<file path="config.mk">
export PLATFORM = sky130hd
export DESIGN_NAME = ca_anneal_vote_stencil_flat
export DESIGN_NICKNAME = d
export VERILOG_FILES = /design/src/sv/cavs_pkg.sv /design/src/sv/cavs_req_if.sv /design/src/sv/cavs_rsp_if.sv /design/src/sv/cavs_line_mem.sv /design/src/sv/cavs_win_cell.sv /design/src/sv/ca_anneal_vote_stencil.sv /design/src/flat_wrapper.sv
export SDC_FILE = /design/constraint.sdc
export NUM_CORES = 2
export LEC_CHECK = 0
export BUFFER_PORTS_ARGS = -buffer_cell sky130_fd_sc_hd__buf_4
export CAP_MARGIN = 10
export CORE_MARGIN = 2
export CORE_UTILIZATION = 45
export DETAILED_ROUTE_END_ITERATION = 10
export PLACE_DENSITY_LB_ADDON = 0.3
export SLEW_MARGIN = 10
export SYNTH_ARGS = -nofsm -noshare
export SYNTH_HDL_FRONTEND = slang
export SYNTH_SLANG_ARGS = --single-unit
</file>
<file path="constraint.sdc">
create_clock -name clock -period 16.95 [get_ports clock]
set_input_delay 3.39 -clock clock [delete_from_list [all_inputs] [get_ports clock]]
set_output_delay 3.39 -clock clock [all_outputs]
set_load 0.01 [all_outputs]
</file>
<file path="src/sv/cavs_pkg.sv">
// Shared constants, types and helper functions for the anneal vote stencil.
// No dependencies; the window cell, the top level and the testbench import it.
`timescale 1ns / 1ps

package cavs_pkg;

   // Default grid limits, handed to the top level as parameter defaults.
   localparam int unsigned MAX_ROWS_DEFAULT = 1024;
   localparam int unsigned MAX_COLS_DEFAULT = 1024;

   // Configuration port geometry.
   localparam int unsigned CSR_INDEX_W = 2;
   localparam int unsigned CSR_DATA_W  = 11;

   // Register indexes on the configuration port.
   localparam logic [CSR_INDEX_W-1:0] CSR_GRID_ROWS  = 2'd0;
   localparam logic [CSR_INDEX_W-1:0] CSR_GRID_COLS  = 2'd1;
   localparam logic [CSR_INDEX_W-1:0] CSR_RULE_TABLE = 2'd2;

   // Field widths of the register file and the result transaction.
   localparam int unsigned SIZE_W  = 11;
   localparam int unsigned RULE_W  = 10;
   localparam int unsigned INDEX_W = 10;
   localparam int unsigned SUM_W   = 4;

   // Register reset values; the rule table is the twisted majority vote,
   // next state 1 for neighborhood sums 4, 6, 7, 8 and 9.
   localparam logic [SIZE_W-1:0] GRID_ROWS_RESET  = 11'd1024;
   localparam logic [SIZE_W-1:0] GRID_COLS_RESET  = 11'd1024;
   localparam logic [RULE_W-1:0] RULE_TABLE_RESET = 10'b11_1101_0000;

   // One column of the 3x3 window: upper row in bit 2, current row in bit 0.
   typedef logic [2:0] column_type;

   // Result fields held between the window update and the output register.
   typedef struct packed {
      logic               valid;
      logic [INDEX_W-1:0] row;
      logic [INDEX_W-1:0] col;
      logic               last;
   } stage_type;

   // Number of set bits in one window column.
   function automatic logic [SUM_W-1:0] column_ones(input column_type col);
      column_ones = SUM_W'(col[0]) + SUM_W'(col[1]) + SUM_W'(col[2]);
   endfunction

   // Next state for a neighborhood sum of 0 to 9.
   function automatic logic rule_lookup(input logic [RULE_W-1:0] rule,
                                        input logic [SUM_W-1:0] sum);
      logic bit_out;
      bit_out = 1'b0;
      case (sum)
         4'd0:    bit_out = rule[0];
         4'd1:    bit_out = rule[1];
         4'd2:    bit_out = rule[2];
         4'd3:    bit_out = rule[3];
         4'd4:    bit_out = rule[4];
         4'd5:    bit_out = rule[5];
         4'd6:    bit_out = rule[6];
         4'd7:    bit_out = rule[7];
         4'd8:    bit_out = rule[8];
         4'd9:    bit_out = rule[9];
         default: bit_out = 1'b0;
      endcase
      rule_lookup = bit_out;
   endfunction

endpackage

</file>
<file path="src/sv/cavs_req_if.sv">
// Input channel interface: one padded-grid cell per transaction.
// Depends on nothing.
`timescale 1ns / 1ps

interface cavs_req_if;
   logic valid;
   logic ready;
   logic cell_value;

   modport source (output valid, output cell_value, input ready);
   modport sink (input valid, input cell_value, output ready);
endinterface

</file>
<file path="src/sv/cavs_rsp_if.sv">
// Result channel interface: next state of one interior cell per transaction.
// Depends on nothing.
`timescale 1ns / 1ps

interface cavs_rsp_if;
   logic       valid;
   logic       ready;
   logic       next_value;
   logic [9:0] cell_row;
   logic [9:0] cell_col;
   logic       frame_last;

   modport source (output valid, output next_value, output cell_row,
                   output cell_col, output frame_last, input ready);
   modport sink (input valid, input next_value, input cell_row,
                 input cell_col, input frame_last, output ready);
endinterface

</file>
<file path="src/sv/cavs_line_mem.sv">
// Two-row line buffer: one memory word per padded column holding the cells
// of the two previous rows. Registered read; depends on nothing.
`timescale 1ns / 1ps

module cavs_line_mem #(
   parameter int unsigned DEPTH = 1026,
   parameter int unsigned AW    = $clog2(DEPTH)
) (
   input  logic          clock,
   input  logic          wr_en,
   input  logic [AW-1:0] wr_addr,
   input  logic [1:0]    wr_data,
   input  logic [AW-1:0] rd_addr,
   output logic [1:0]    rd_data
);

   logic [1:0] mem [DEPTH];
   logic [1:0] rd_data_ff;

   // Write port, taken once per accepted cell.
   always_ff @(posedge clock) begin
      if (wr_en) begin
         mem[wr_addr] <= wr_data;
      end
   end

   // Read port, running every cycle.
   always_ff @(posedge clock) begin
      rd_data_ff <= mem[rd_addr];
   end

   assign rd_data = rd_data_ff;

endmodule

</file>
<file path="src/sv/cavs_win_cell.sv">
// One column cell of the 3x3 window: stores a column, hands it to the next
// cell on each shift and adds its set bits to the running sum. Uses cavs_pkg.
`timescale 1ns / 1ps

module cavs_win_cell (
   input  logic                        clock,
   input  logic                        reset,
   input  logic                        shift_en,
   input  cavs_pkg::column_type        col_in,
   input  logic [cavs_pkg::SUM_W-1:0]  sum_in,
   output cavs_pkg::column_type        col_out,
   output logic [cavs_pkg::SUM_W-1:0]  sum_out
);
   import cavs_pkg::*;

   column_type col_ff;
   column_type col_in_q;

   // Take the neighbor's column on a shift, otherwise hold.
   assign col_in_q = shift_en ? col_in : col_ff;

   always_ff @(posedge clock) begin
      if (reset) begin
         col_ff <= '0;
      end else begin
         col_ff <= col_in_q;
      end
   end

   assign col_out = col_ff;
   assign sum_out = sum_in + column_ones(col_ff);

endmodule

</file>
<file path="src/sv/ca_anneal_vote_stencil.sv">
// Top level of the anneal vote stencil: counters, line buffer, window chain
// and result register. Uses cavs_pkg, the channel interfaces and submodules.
`timescale 1ns / 1ps

// The block takes one padded-grid cell per cycle in raster order over
// (grid_rows+2) by (grid_cols+2) cells and returns the next state of each
// interior cell, with its row, column and a last-of-generation flag, via the
// window stage and result register once padded cell (row+2, col+2) is taken.
// Every cycle can carry a new cell: the line buffer is read one column
// ahead, so its single write and single read port serve one cell per cycle,
// and the window's three column cells shift once per cell. The result
// register takes a new value while the previous one is being taken, so
// input stalls only while a result waits unclaimed. The line buffer needs
// no clearing after reset; its first two rows are filled before any result
// depends on them. Register writes take effect at once and belong between
// generations, with the block idle.

module ca_anneal_vote_stencil #(
   parameter int unsigned MAX_ROWS = cavs_pkg::MAX_ROWS_DEFAULT,
   parameter int unsigned MAX_COLS = cavs_pkg::MAX_COLS_DEFAULT
) (
   input  logic                              clock,
   input  logic                              reset,
   cavs_req_if.sink                          req_chan,
   cavs_rsp_if.source                        rsp_chan,
   input  logic                              csr_write_en,
   input  logic [cavs_pkg::CSR_INDEX_W-1:0]  csr_index,
   input  logic [cavs_pkg::CSR_DATA_W-1:0]   csr_wdata
);
   import cavs_pkg::*;

   localparam int unsigned RW    = $clog2(MAX_ROWS + 2);
   localparam int unsigned CW    = $clog2(MAX_COLS + 2);
   localparam int unsigned DEPTH = MAX_COLS + 2;

   // Configuration registers.
   logic [SIZE_W-1:0] grid_rows_ff;
   logic [SIZE_W-1:0] grid_cols_ff;
   logic [RULE_W-1:0] rule_table_ff;

   // Padded position of the next input cell.
   logic [RW-1:0] in_row_count_ff, in_row_count_in;
   logic [CW-1:0] in_col_count_ff, in_col_count_in;

   // Pipeline registers.
   stage_type          stage_ff, stage_in;
   logic               rsp_valid_ff;
   logic               next_value_ff;
   logic [INDEX_W-1:0] cell_row_ff;
   logic [INDEX_W-1:0] cell_col_ff;
   logic               frame_last_ff;

   logic          advance;
   logic          accept;
   logic [RW-1:0] rows_lim;
   logic [CW-1:0] cols_lim;
   logic          row_end;
   logic [CW-1:0] rd_addr;
   logic [1:0]    line_rd;
   column_type    new_col;
   column_type    col0, col1;
   logic [SUM_W-1:0] sum0, sum1, sum2;
   logic [RW-1:0] row_off;
   logic [CW-1:0] col_off;

   // Register writes; indexes beyond the list are ignored.
   always_ff @(posedge clock) begin
      if (reset) begin
         grid_rows_ff  <= GRID_ROWS_RESET;
         grid_cols_ff  <= GRID_COLS_RESET;
         rule_table_ff <= RULE_TABLE_RESET;
      end else if (csr_write_en) begin
         unique case (csr_index)
            CSR_GRID_ROWS:  grid_rows_ff  <= csr_wdata;
            CSR_GRID_COLS:  grid_cols_ff  <= csr_wdata;
            CSR_RULE_TABLE: rule_table_ff <= csr_wdata[RULE_W-1:0];
            default: ;
         endcase
      end
   end

   // Last padded index of a row and of a frame, with sizes clamped to 1..MAX.
   always_comb begin
      if (grid_rows_ff == '0) begin
         rows_lim = RW'(2);
      end else if (32'(grid_rows_ff) > 32'(MAX_ROWS)) begin
         rows_lim = RW'(MAX_ROWS + 1);
      end else begin
         rows_lim = RW'(grid_rows_ff) + RW'(1);
      end
      if (grid_cols_ff == '0) begin
         cols_lim = CW'(2);
      end else if (32'(grid_cols_ff) > 32'(MAX_COLS)) begin
         cols_lim = CW'(MAX_COLS + 1);
      end else begin
         cols_lim = CW'(grid_cols_ff) + CW'(1);
      end
   end

   // Handshake: the whole pipeline moves when the result register is free.
   assign advance        = !rsp_valid_ff || rsp_chan.ready;
   assign req_chan.ready = advance;
   assign accept         = req_chan.valid && advance;

   // Raster position of the next cell.
   assign row_end = (in_col_count_ff >= cols_lim);

   always_comb begin
      in_row_count_in = in_row_count_ff;
      in_col_count_in = in_col_count_ff;
      if (accept) begin
         if (row_end) begin
            in_col_count_in = '0;
            in_row_count_in = (in_row_count_ff >= rows_lim) ? '0
                              : in_row_count_ff + RW'(1);
         end else begin
            in_col_count_in = in_col_count_ff + CW'(1);
         end
      end
   end

   always_ff @(posedge clock) begin
      if (reset) begin
         in_row_count_ff <= '0;
         in_col_count_ff <= '0;
      end else begin
         in_row_count_ff <= in_row_count_in;
         in_col_count_ff <= in_col_count_in;
      end
   end

   // Line buffer, read one column ahead so the data waits for the next cell.
   assign rd_addr = in_col_count_in;

   cavs_line_mem #(
      .DEPTH (DEPTH),
      .AW    (CW)
   ) u_line_mem (
      .clock   (clock),
      .wr_en   (accept),
      .wr_addr (in_col_count_ff),
      .wr_data ({line_rd[0], req_chan.cell_value}),
      .rd_addr (rd_addr),
      .rd_data (line_rd)
   );

   // Column entering the window: two rows above, one row above, current.
   assign new_col = {line_rd[1], line_rd[0], req_chan.cell_value};

   // Window chain: newest column first; the sum runs down the chain.
   cavs_win_cell u_cell0 (
      .clock    (clock),
      .reset    (reset),
      .shift_en (accept),
      .col_in   (new_col),
      .sum_in   ('0),
      .col_out  (col0),
      .sum_out  (sum0)
   );

   cavs_win_cell u_cell1 (
      .clock    (clock),
      .reset    (reset),
      .shift_en (accept),
      .col_in   (col0),
      .sum_in   (sum0),
      .col_out  (col1),
      .sum_out  (sum1)
   );

   cavs_win_cell u_cell2 (
      .clock    (clock),
      .reset    (reset),
      .shift_en (accept),
      .col_in   (col1),
      .sum_in   (sum1),
      .col_out  (),
      .sum_out  (sum2)
   );

   // Result position of the accepted cell; halo cells give no result.
   assign row_off = in_row_count_ff - RW'(2);
   assign col_off = in_col_count_ff - CW'(2);

   always_comb begin
      stage_in.valid = accept && (in_row_count_ff >= RW'(2))
                       && (in_col_count_ff >= CW'(2))
                       && (in_row_count_ff <= rows_lim)
                       && (in_col_count_ff <= cols_lim);
      stage_in.row   = INDEX_W'(row_off);
      stage_in.col   = INDEX_W'(col_off);
      stage_in.last  = (in_row_count_ff == rows_lim) && (in_col_count_ff == cols_lim);
   end

   // Window stage: holds the result position while the window settles.
   always_ff @(posedge clock) begin
      if (reset) begin
         stage_ff <= '0;
      end else if (advance) begin
         stage_ff <= stage_in;
      end
   end

   // Result register: rule lookup on the neighborhood sum.
   always_ff @(posedge clock) begin
      if (reset) begin
         rsp_valid_ff <= 1'b0;
      end else if (advance) begin
         rsp_valid_ff <= stage_ff.valid;
      end
   end

   always_ff @(posedge clock) begin
      if (advance) begin
         next_value_ff <= rule_lookup(rule_table_ff, sum2);
         cell_row_ff   <= stage_ff.row;
         cell_col_ff   <= stage_ff.col;
         frame_last_ff <= stage_ff.last;
      end
   end

   assign rsp_chan.valid      = rsp_valid_ff;
   assign rsp_chan.next_value = next_value_ff;
   assign rsp_chan.cell_row   = cell_row_ff;
   assign rsp_chan.cell_col   = cell_col_ff;
   assign rsp_chan.frame_last = frame_last_ff;

endmodule

</file>
<file path="src/flat_wrapper.sv">
// flat-port wrapper written by rule: the top's interface ports become plain ports
module ca_anneal_vote_stencil_flat import cavs_pkg::*;
#(
   parameter int unsigned MAX_ROWS = cavs_pkg::MAX_ROWS_DEFAULT,
   parameter int unsigned MAX_COLS = cavs_pkg::MAX_COLS_DEFAULT
)
  (clock, reset, csr_write_en, csr_index, csr_wdata, req_chan_valid, req_chan_cell_value, req_chan_ready, rsp_chan_valid, rsp_chan_next_value, rsp_chan_cell_row, rsp_chan_cell_col, rsp_chan_frame_last, rsp_chan_ready);
  cavs_req_if req_chan_i ();
  cavs_rsp_if rsp_chan_i ();
  input  logic clock;
  input  logic reset;
  input  logic csr_write_en;
  input  logic [cavs_pkg::CSR_INDEX_W-1:0] csr_index;
  input  logic [cavs_pkg::CSR_DATA_W-1:0] csr_wdata;
  input wire logic [$bits(req_chan_i.valid)-1:0] req_chan_valid;
  input wire logic [$bits(req_chan_i.cell_value)-1:0] req_chan_cell_value;
  output wire logic [$bits(req_chan_i.ready)-1:0] req_chan_ready;
  output wire logic [$bits(rsp_chan_i.valid)-1:0] rsp_chan_valid;
  output wire logic [$bits(rsp_chan_i.next_value)-1:0] rsp_chan_next_value;
  output wire logic [$bits(rsp_chan_i.cell_row)-1:0] rsp_chan_cell_row;
  output wire logic [$bits(rsp_chan_i.cell_col)-1:0] rsp_chan_cell_col;
  output wire logic [$bits(rsp_chan_i.frame_last)-1:0] rsp_chan_frame_last;
  input wire logic [$bits(rsp_chan_i.ready)-1:0] rsp_chan_ready;
  assign req_chan_i.valid = req_chan_valid;
  assign req_chan_i.cell_value = req_chan_cell_value;
  assign req_chan_ready = req_chan_i.ready;
  assign rsp_chan_valid = rsp_chan_i.valid;
  assign rsp_chan_next_value = rsp_chan_i.next_value;
  assign rsp_chan_cell_row = rsp_chan_i.cell_row;
  assign rsp_chan_cell_col = rsp_chan_i.cell_col;
  assign rsp_chan_frame_last = rsp_chan_i.frame_last;
  assign rsp_chan_i.ready = rsp_chan_ready;
  ca_anneal_vote_stencil #(.MAX_ROWS(MAX_ROWS), .MAX_COLS(MAX_COLS)) u_core (.clock(clock), .reset(reset), .req_chan(req_chan_i), .rsp_chan(rsp_chan_i), .csr_write_en(csr_write_en), .csr_index(csr_index), .csr_wdata(csr_wdata));
endmodule
</file>
# Yosys cells after proc, flatten, opt, wreduce, memory -nomap -nowiden
# Memory sizes are Yosys's and may differ from the RTL's. A register that Yosys moved wholly into a read port is not among the register bits.
# Index checks and enable logic that the tools add are counted.
word_totals:
  output_inout_bits: 24
  word_cells: 79
  inputBits: 19
  ram_bits: 2052
  romBits: 0
  n_memories: 1
  register_bits: 108
  latchBits: 0
op_classes:
  div_mod_pow: 0
  muxes: 10
  multipliers: 0
  n_addsub: 14
  magnitude_cmp: 8
  bitwise: 0
  shift: 0
  n_eq_ne: 13
  reduce_logical: 16
mem_list:
  columns: ["name", "depth", "word_bits", "rd", "rd_clocked_by_memory_dff", "write_ports", "line_no", "rtl"]
  rows:
  - ["u_core.u_line_mem.mem", 1026, 2, 1, 1, 1, "cavs_line_mem.sv:17", "logic [1:0] mem [DEPTH];"]
op_table:
  columns: ["operator", "n"]
  rows:
  - ["$mux W11", 7]
  - ["$add A11 B1 Y11 const B", 4]
  - ["$eq A11 B11 Y1", 2]
  - ["$ge A11 B11 Y1", 2]
  - ["$ge A11 B2 Y1 const B", 2]
  - ["$gt A11 B11 Y1 const B", 2]
  - ["$le A11 B11 Y1", 2]
  - ["$logic_not A11 Y1", 2]
  - ["$sub A10 B2 Y10 const B", 2]
  - ["$eq A4 B3 Y1 const B", 4]
  - ["$pmux W1 S10", 1]
  - ["$add A2 B1 Y3", 3]
  - ["$add A4 B3 Y4", 2]
  - ["$eq A4 B2 Y1 const B", 2]
  - ["$eq A4 B4 Y1 const B", 2]
  - ["$reduce_and A2 Y1", 4]
  - ["$add A1 B1 Y2", 3]
  - ["$logic_and A1 B1 Y1", 6]
  - ["$eq A4 B1 Y1 const B", 1]
  - ["$logic_not A4 Y1", 1]
  - ["$eq A2 B1 Y1 const B", 1]
  - ["$eq A2 B2 Y1 const B", 1]
  - ["$logic_not A2 Y1", 1]
  - ["$mux W1", 2]
  - ["2 further kinds", 2]

# Logic depth before layout (Yosys ltp)
depth:
  depth_word: 7
  depth_mapped: 25
  ltp_nobuf: 19

# By module
# From an unflattened synthesis, not the netlist that was laid out.
hier_totals:
  hier_cells: 5428
  area_unflattened_um2: 89656.0
modules_own_cells:
  columns: ["module", "instances", "area_per_inst_um2", "seq_area_each_um2", "cells_each"]
  rows:
  - ["cavs_line_mem", 1, 83832.9, 61659.1, 4813]
  - ["ca_anneal_vote_stencil", 1, 5200.0, 2202.1, 558]
  - ["cavs_win_cell", 3, 207.7, 60.1, 19]

# Worst setup path after synthesis
# No wires, ideal clock.
synth_path:
  path_type: "register to register"
  start: "register u_core.u_line_mem.rd_data_ff[0], in the netlist u_core.u_line_mem.rd_data[0] (read register of u_core.u_line_mem.mem)"
  end: "memory u_core.u_line_mem.mem[0][1] (data pin)"
  setup_slack_ns: 1.357
  arrival_time_ns: 12.772
  path_stages_with_launch: 1
  setup_ns: 2.821
  n_path_buf: 0
  required_ns: 14.129
  period_less_slack_ns: 15.593
  cell_sequence: "dfxtp_1"
synth_lines:
  columns: ["element", "line_no", "rtl"]
  rows:
  - ["start, declared", "cavs_line_mem.sv:18", "logic [1:0] rd_data_ff;"]
  - ["end, declared", "cavs_line_mem.sv:17", null]
# Straight into the memory's write port.

# Final worst setup path
layout_path:
  start: "input rsp_chan_ready"
  end: "register u_core.u_line_mem.rd_data_ff[0], in the netlist u_core.u_line_mem.rd_data[0] (read register of u_core.u_line_mem.mem)"
layout_via:
  elab_chain_len: 3
layout_lines:
  columns: ["element", "line_no", "rtl"]
  rows:
  - ["start, declared", "flat_wrapper.sv:23", "input wire logic [$bits(rsp_chan_i.ready)-1:0] rsp_chan_ready;"]
  - ["$logic_or A1 B1 Y1", "ca_anneal_vote_stencil.sv:101", "assign advance = !rsp_valid_ff || rsp_chan.ready;"]
  - ["$logic_and A1 B1 Y1", "ca_anneal_vote_stencil.sv:103", "assign accept = req_chan.valid && advance;"]
  - ["$mux W11", "ca_anneal_vote_stencil.sv:111", "if (accept) begin"]
# No other way between the ends.
# A chain may end at the register's enable or synchronous reset.

==> results.yml <==
cts:
  cts_sinks: 2162
  clk_latency_ns: 0.91
  h-tree-depth: 4
  cts_tree: "yes"
  clk_path_buf_depth: 3
  cts_made_buffers: 214
  cts_hold_buffers: 0
  cts_resized: 0
  cts_root_buf: "clkbuf_16"
  cts_setup_buffers: 0
  clk_pin_slew_ns: 0.07
sta:
  rsz0062_at_grt: "no"
  worst_pin_slew_ns: 1.413
  layout_setup_ws_ns: 7.805
  hold_slack_ns: 0.4314
  finalHoldViolations: 0
  max_slew_margin_pct: 5.470
  timing.fmax_mhz: 109.3
  fin_skew_ns: 0.05757
  setup_viol: 0
  min_period_ns: 9.145
  slew_viol_final: 0
  finalSetupTns_ns: 0
  post-route-period-util_pct: 53.95
synth:
  synth_area_sq_mm: 0.09247
  synth_top_flop_cell: "edfxtp_1"
  ys_seq_area_share_pct: 69.26
  syn_inst: 7688
  avgSynthCellArea_sq_um: 12.03
  ys_types: 91
  async_flop_share_pct: 0
  syn_nets: 7750
  yosysWarnings: 0
  synth_seq_cells: 2162
  synth_edf_count: 2074
power:
  p_sw_mw: 2.993
  power_frac_seq_pct: 50.8
  p_clk_share_pct: 39.8
  irDropWorstVdd_mv: 0.08690
  power_frac_comb_pct: 9.4
  p_sw_share_pct: 25.25
  intPower_mw: 8.862
  leakagePower_nw: 33.42
  p_per_area_mw_per_mm2: 115.6
worst_hold_path:
  min_path_type: "flip-flop to flip-flop"
  whs_path_depth: 0
placement:
  dp_slack_ns: 7.164
  portBuffers: 42
  dp_hpwl_um: 178400
  finalWeightedCongestion: 0.9580
setup_path:
  crit_arrival_ns: 9.91
  reg2reg_depth: 22
  cp_max_fo: 83
  cpPeakStageDelay_ns: 0.77
  cp.required_ns: 17.71
  cp-start-kind: "input port"
  crit_slowest_cell: "nand3_4"
  crit_chain: "buf_4, nor2b_2, buf_4, inv_2, buf_4, nand3_1, nand2_2, nand3_4, buf_12, nand2_2, buf_4, o22ai_1, a31oi_1, nor2_1, or4_1, or4_1, nand4_1, nand3_1"
  crit_top_cell: "buf_4"
  path_class: "input port to flip-flop"
  cp-end-kind: "flip-flop"
die:
  rows: 166
  die_area_sq_mm: 0.2091
  ios: 43
  die_h_um: 457.3
  die-width_um: 457.3
  start_util_pct: 45.25
  design.core.area_sq_mm: 0.2044
global_route:
  antenna_found_initial: 23
  grt_pass1_wl_um: 457300
  track_usage_pct: 30.31
  grt_max_degree: 220
  overflow: 0
  grt_pass1_vias: 62990
detailed_routing:
  drt_iter0_drc: 12200
  drc: 0
  wl_per_cell_um: 31.20
  antenna_left: 0
  dr.pass1.iters: 8
  viasPerCell: 6.434
  routed_wl_um: 325200
  num_vias: 67050
final_layout:
  drive_above_1_share_pct: 8.641
  n_fill_cell: 17560
  area_growth_pct: 10.87
  final_nets: 7600
  fin_util_pct: 50.16
run:
  max_cap_viol_count: 0
run_status:
  status: "complete, no violations"
-- power by group through the flow --
stage	clock [mW]	combinational, mW	sequential (mW)
global route	4.92	1.17	6.02
global placement	0	1.07	6.13
floorplan	0	0.588	6.35
detailed placement	0	1.08	6.13
finish	4.72	1.12	6.02
CTS	4.72	1.08	6.02
-- registers in the layout, summed over array words and instances (netlist names) --
name	flops
u_core.grid_rows_ff	11
u_core.in_col_count_ff	11
u_core.in_row_count_ff	11
u_core.u_line_mem.rd_data	2
u_core.rsp_chan.cell_col	10
u_core.rule_table_ff	10
u_core.u_cell1.col_out	3
u_core.u_line_mem.mem	2052
u_core.rsp_chan.next_value	1
u_core.rsp_chan.cell_row	10
u_core.grid_cols_ff	11
u_core.rsp_chan.frame_last	1
u_core.rsp_chan.valid	1
u_core.u_cell2.col_out	3
u_core.u_cell0.col_out	3
u_core.stage_ff	22
-- path summary, 6_finish.rpt --
kind / startpoint / end / slack [ns]
setup / recovery: rsp_chan_ready / u_core.u_line_mem.rd_data[0] / 7.80
hold / removal: u_core.stage_ff[20] / u_core.rsp_chan.cell_row[9] / 0.43
setup reg to reg: u_core.grid_cols_ff[2] / u_core.u_line_mem.rd_data[0] / 8.78
hold reg to reg: u_core.stage_ff[20] / u_core.rsp_chan.cell_row[9] / 0.43
-- cell type report --
class	count	area (sq um)	share of cell area, %
Clock buffer	283	5761	5.619
Clock inverter	114	1132	1.104
Multi-Input combinational cell	4882	26070	25.43
Antenna cell	15	37.54	0.03661
Tap cell	2688	3363	3.280
Timing Repair Buffer	245	1992	1.943
Inverter	33	123.9	0.1208
Sequential cell	2162	64050	62.47
-- layer usage --
metal	vias to the layer above	wire (um)	track usage [%]
met4	12	20140	16.34
li1	27690	-	-
met5	-	76	0.2985
met2	5164	140800	44.86
met1	33180	118000	40.31
met3	1013	46160	8.750
-- cells in the final DEF (no fill, tap or decap), drive strengths merged, types with 57 or more instances in the layout --
| master | synthesis | layout |
|---|---|---|
| nand3 | 504 | 504 |
| buf | 315 | 245 |
| nor2 | 1143 | 1143 |
| a21oi | 285 | 285 |
| nand4 | 85 | 85 |
| nand2 | 1601 | 1601 |
| mux2i | 270 | 270 |
| clkbuf | 296 | 283 |
| a211oi | 81 | 81 |
| edfxtp | 2074 | 2074 |
| o21ai | 61 | 61 |
| dfxtp | 88 | 88 |
| nor3 | 57 | 57 |
| clkinv | 0 | 85 |
| a31oi | 133 | 133 |
-- synthesized netlist by cell type, drive strengths merged (21+ instances only) --
master | number | area (sq um)
nor4 | 31 | 251.5
edfxtp | 2074 | 62280
clkbuf | 296 | 1111
o21ai | 61 | 316.5
ha | 38 | 475.5
a2111oi | 28 | 245.2
mux2i | 270 | 2703
mux4 | 23 | 518.0
a31oi | 133 | 832.1
buf | 315 | 1643
o22ai | 39 | 244.0
nor2 | 1143 | 4298
a32oi | 43 | 376.6
a21oi | 285 | 1441
nor3 | 57 | 316.6
xnor2 | 29 | 254.0
a311oi | 32 | 280.3
nand3 | 504 | 2537
dfxtp | 88 | 1762
inv | 33 | 123.9
a22oi | 38 | 285.3
and3 | 32 | 200.2
a211oi | 81 | 623.1
o211ai | 21 | 157.7
nand2 | 1601 | 6010
a221oi | 32 | 280.3
nand4 | 85 | 531.8
-- cells by family (layout without fill, tap and decap cells) --
group	after synthesis	in the layout	synth area share, %
other	0	15	0
flip-flops	2162	2162	69.26
buffers and inverters	644	675	3.112
AND/OR/NAND/NOR	3540	3540	15.96
XOR/XNOR	45	45	0.4262
adder cells (fa/ha/maj)	47	47	0.6657
multiplexers	294	294	3.495
AO/OA/AOI/OAI	956	956	7.083
-- through the flow --
stage | instances | power [mW] | cell area (sq um)
floorplan | 7688 | 6.941 | 92470
global placement | 10010 | 7.202 | 95570
detailed placement | 10010 | 7.211 | 95570
CTS | 10410 | 11.82 | 102500
global route | 10410 | 12.11 | 102500
finish | 10420 | 11.85 | 102500
-- critical path: cells and delay by family --
| kind | cells | cell delay (ns) |
|---|---|---|
| buffers and inverters | 6 | 2.10 |
| AOI/OAI and AO/OA | 2 | 0.39 |
| and+or+nand+nor | 10 | 3.79 |
(Power assumes the default switching activity.)
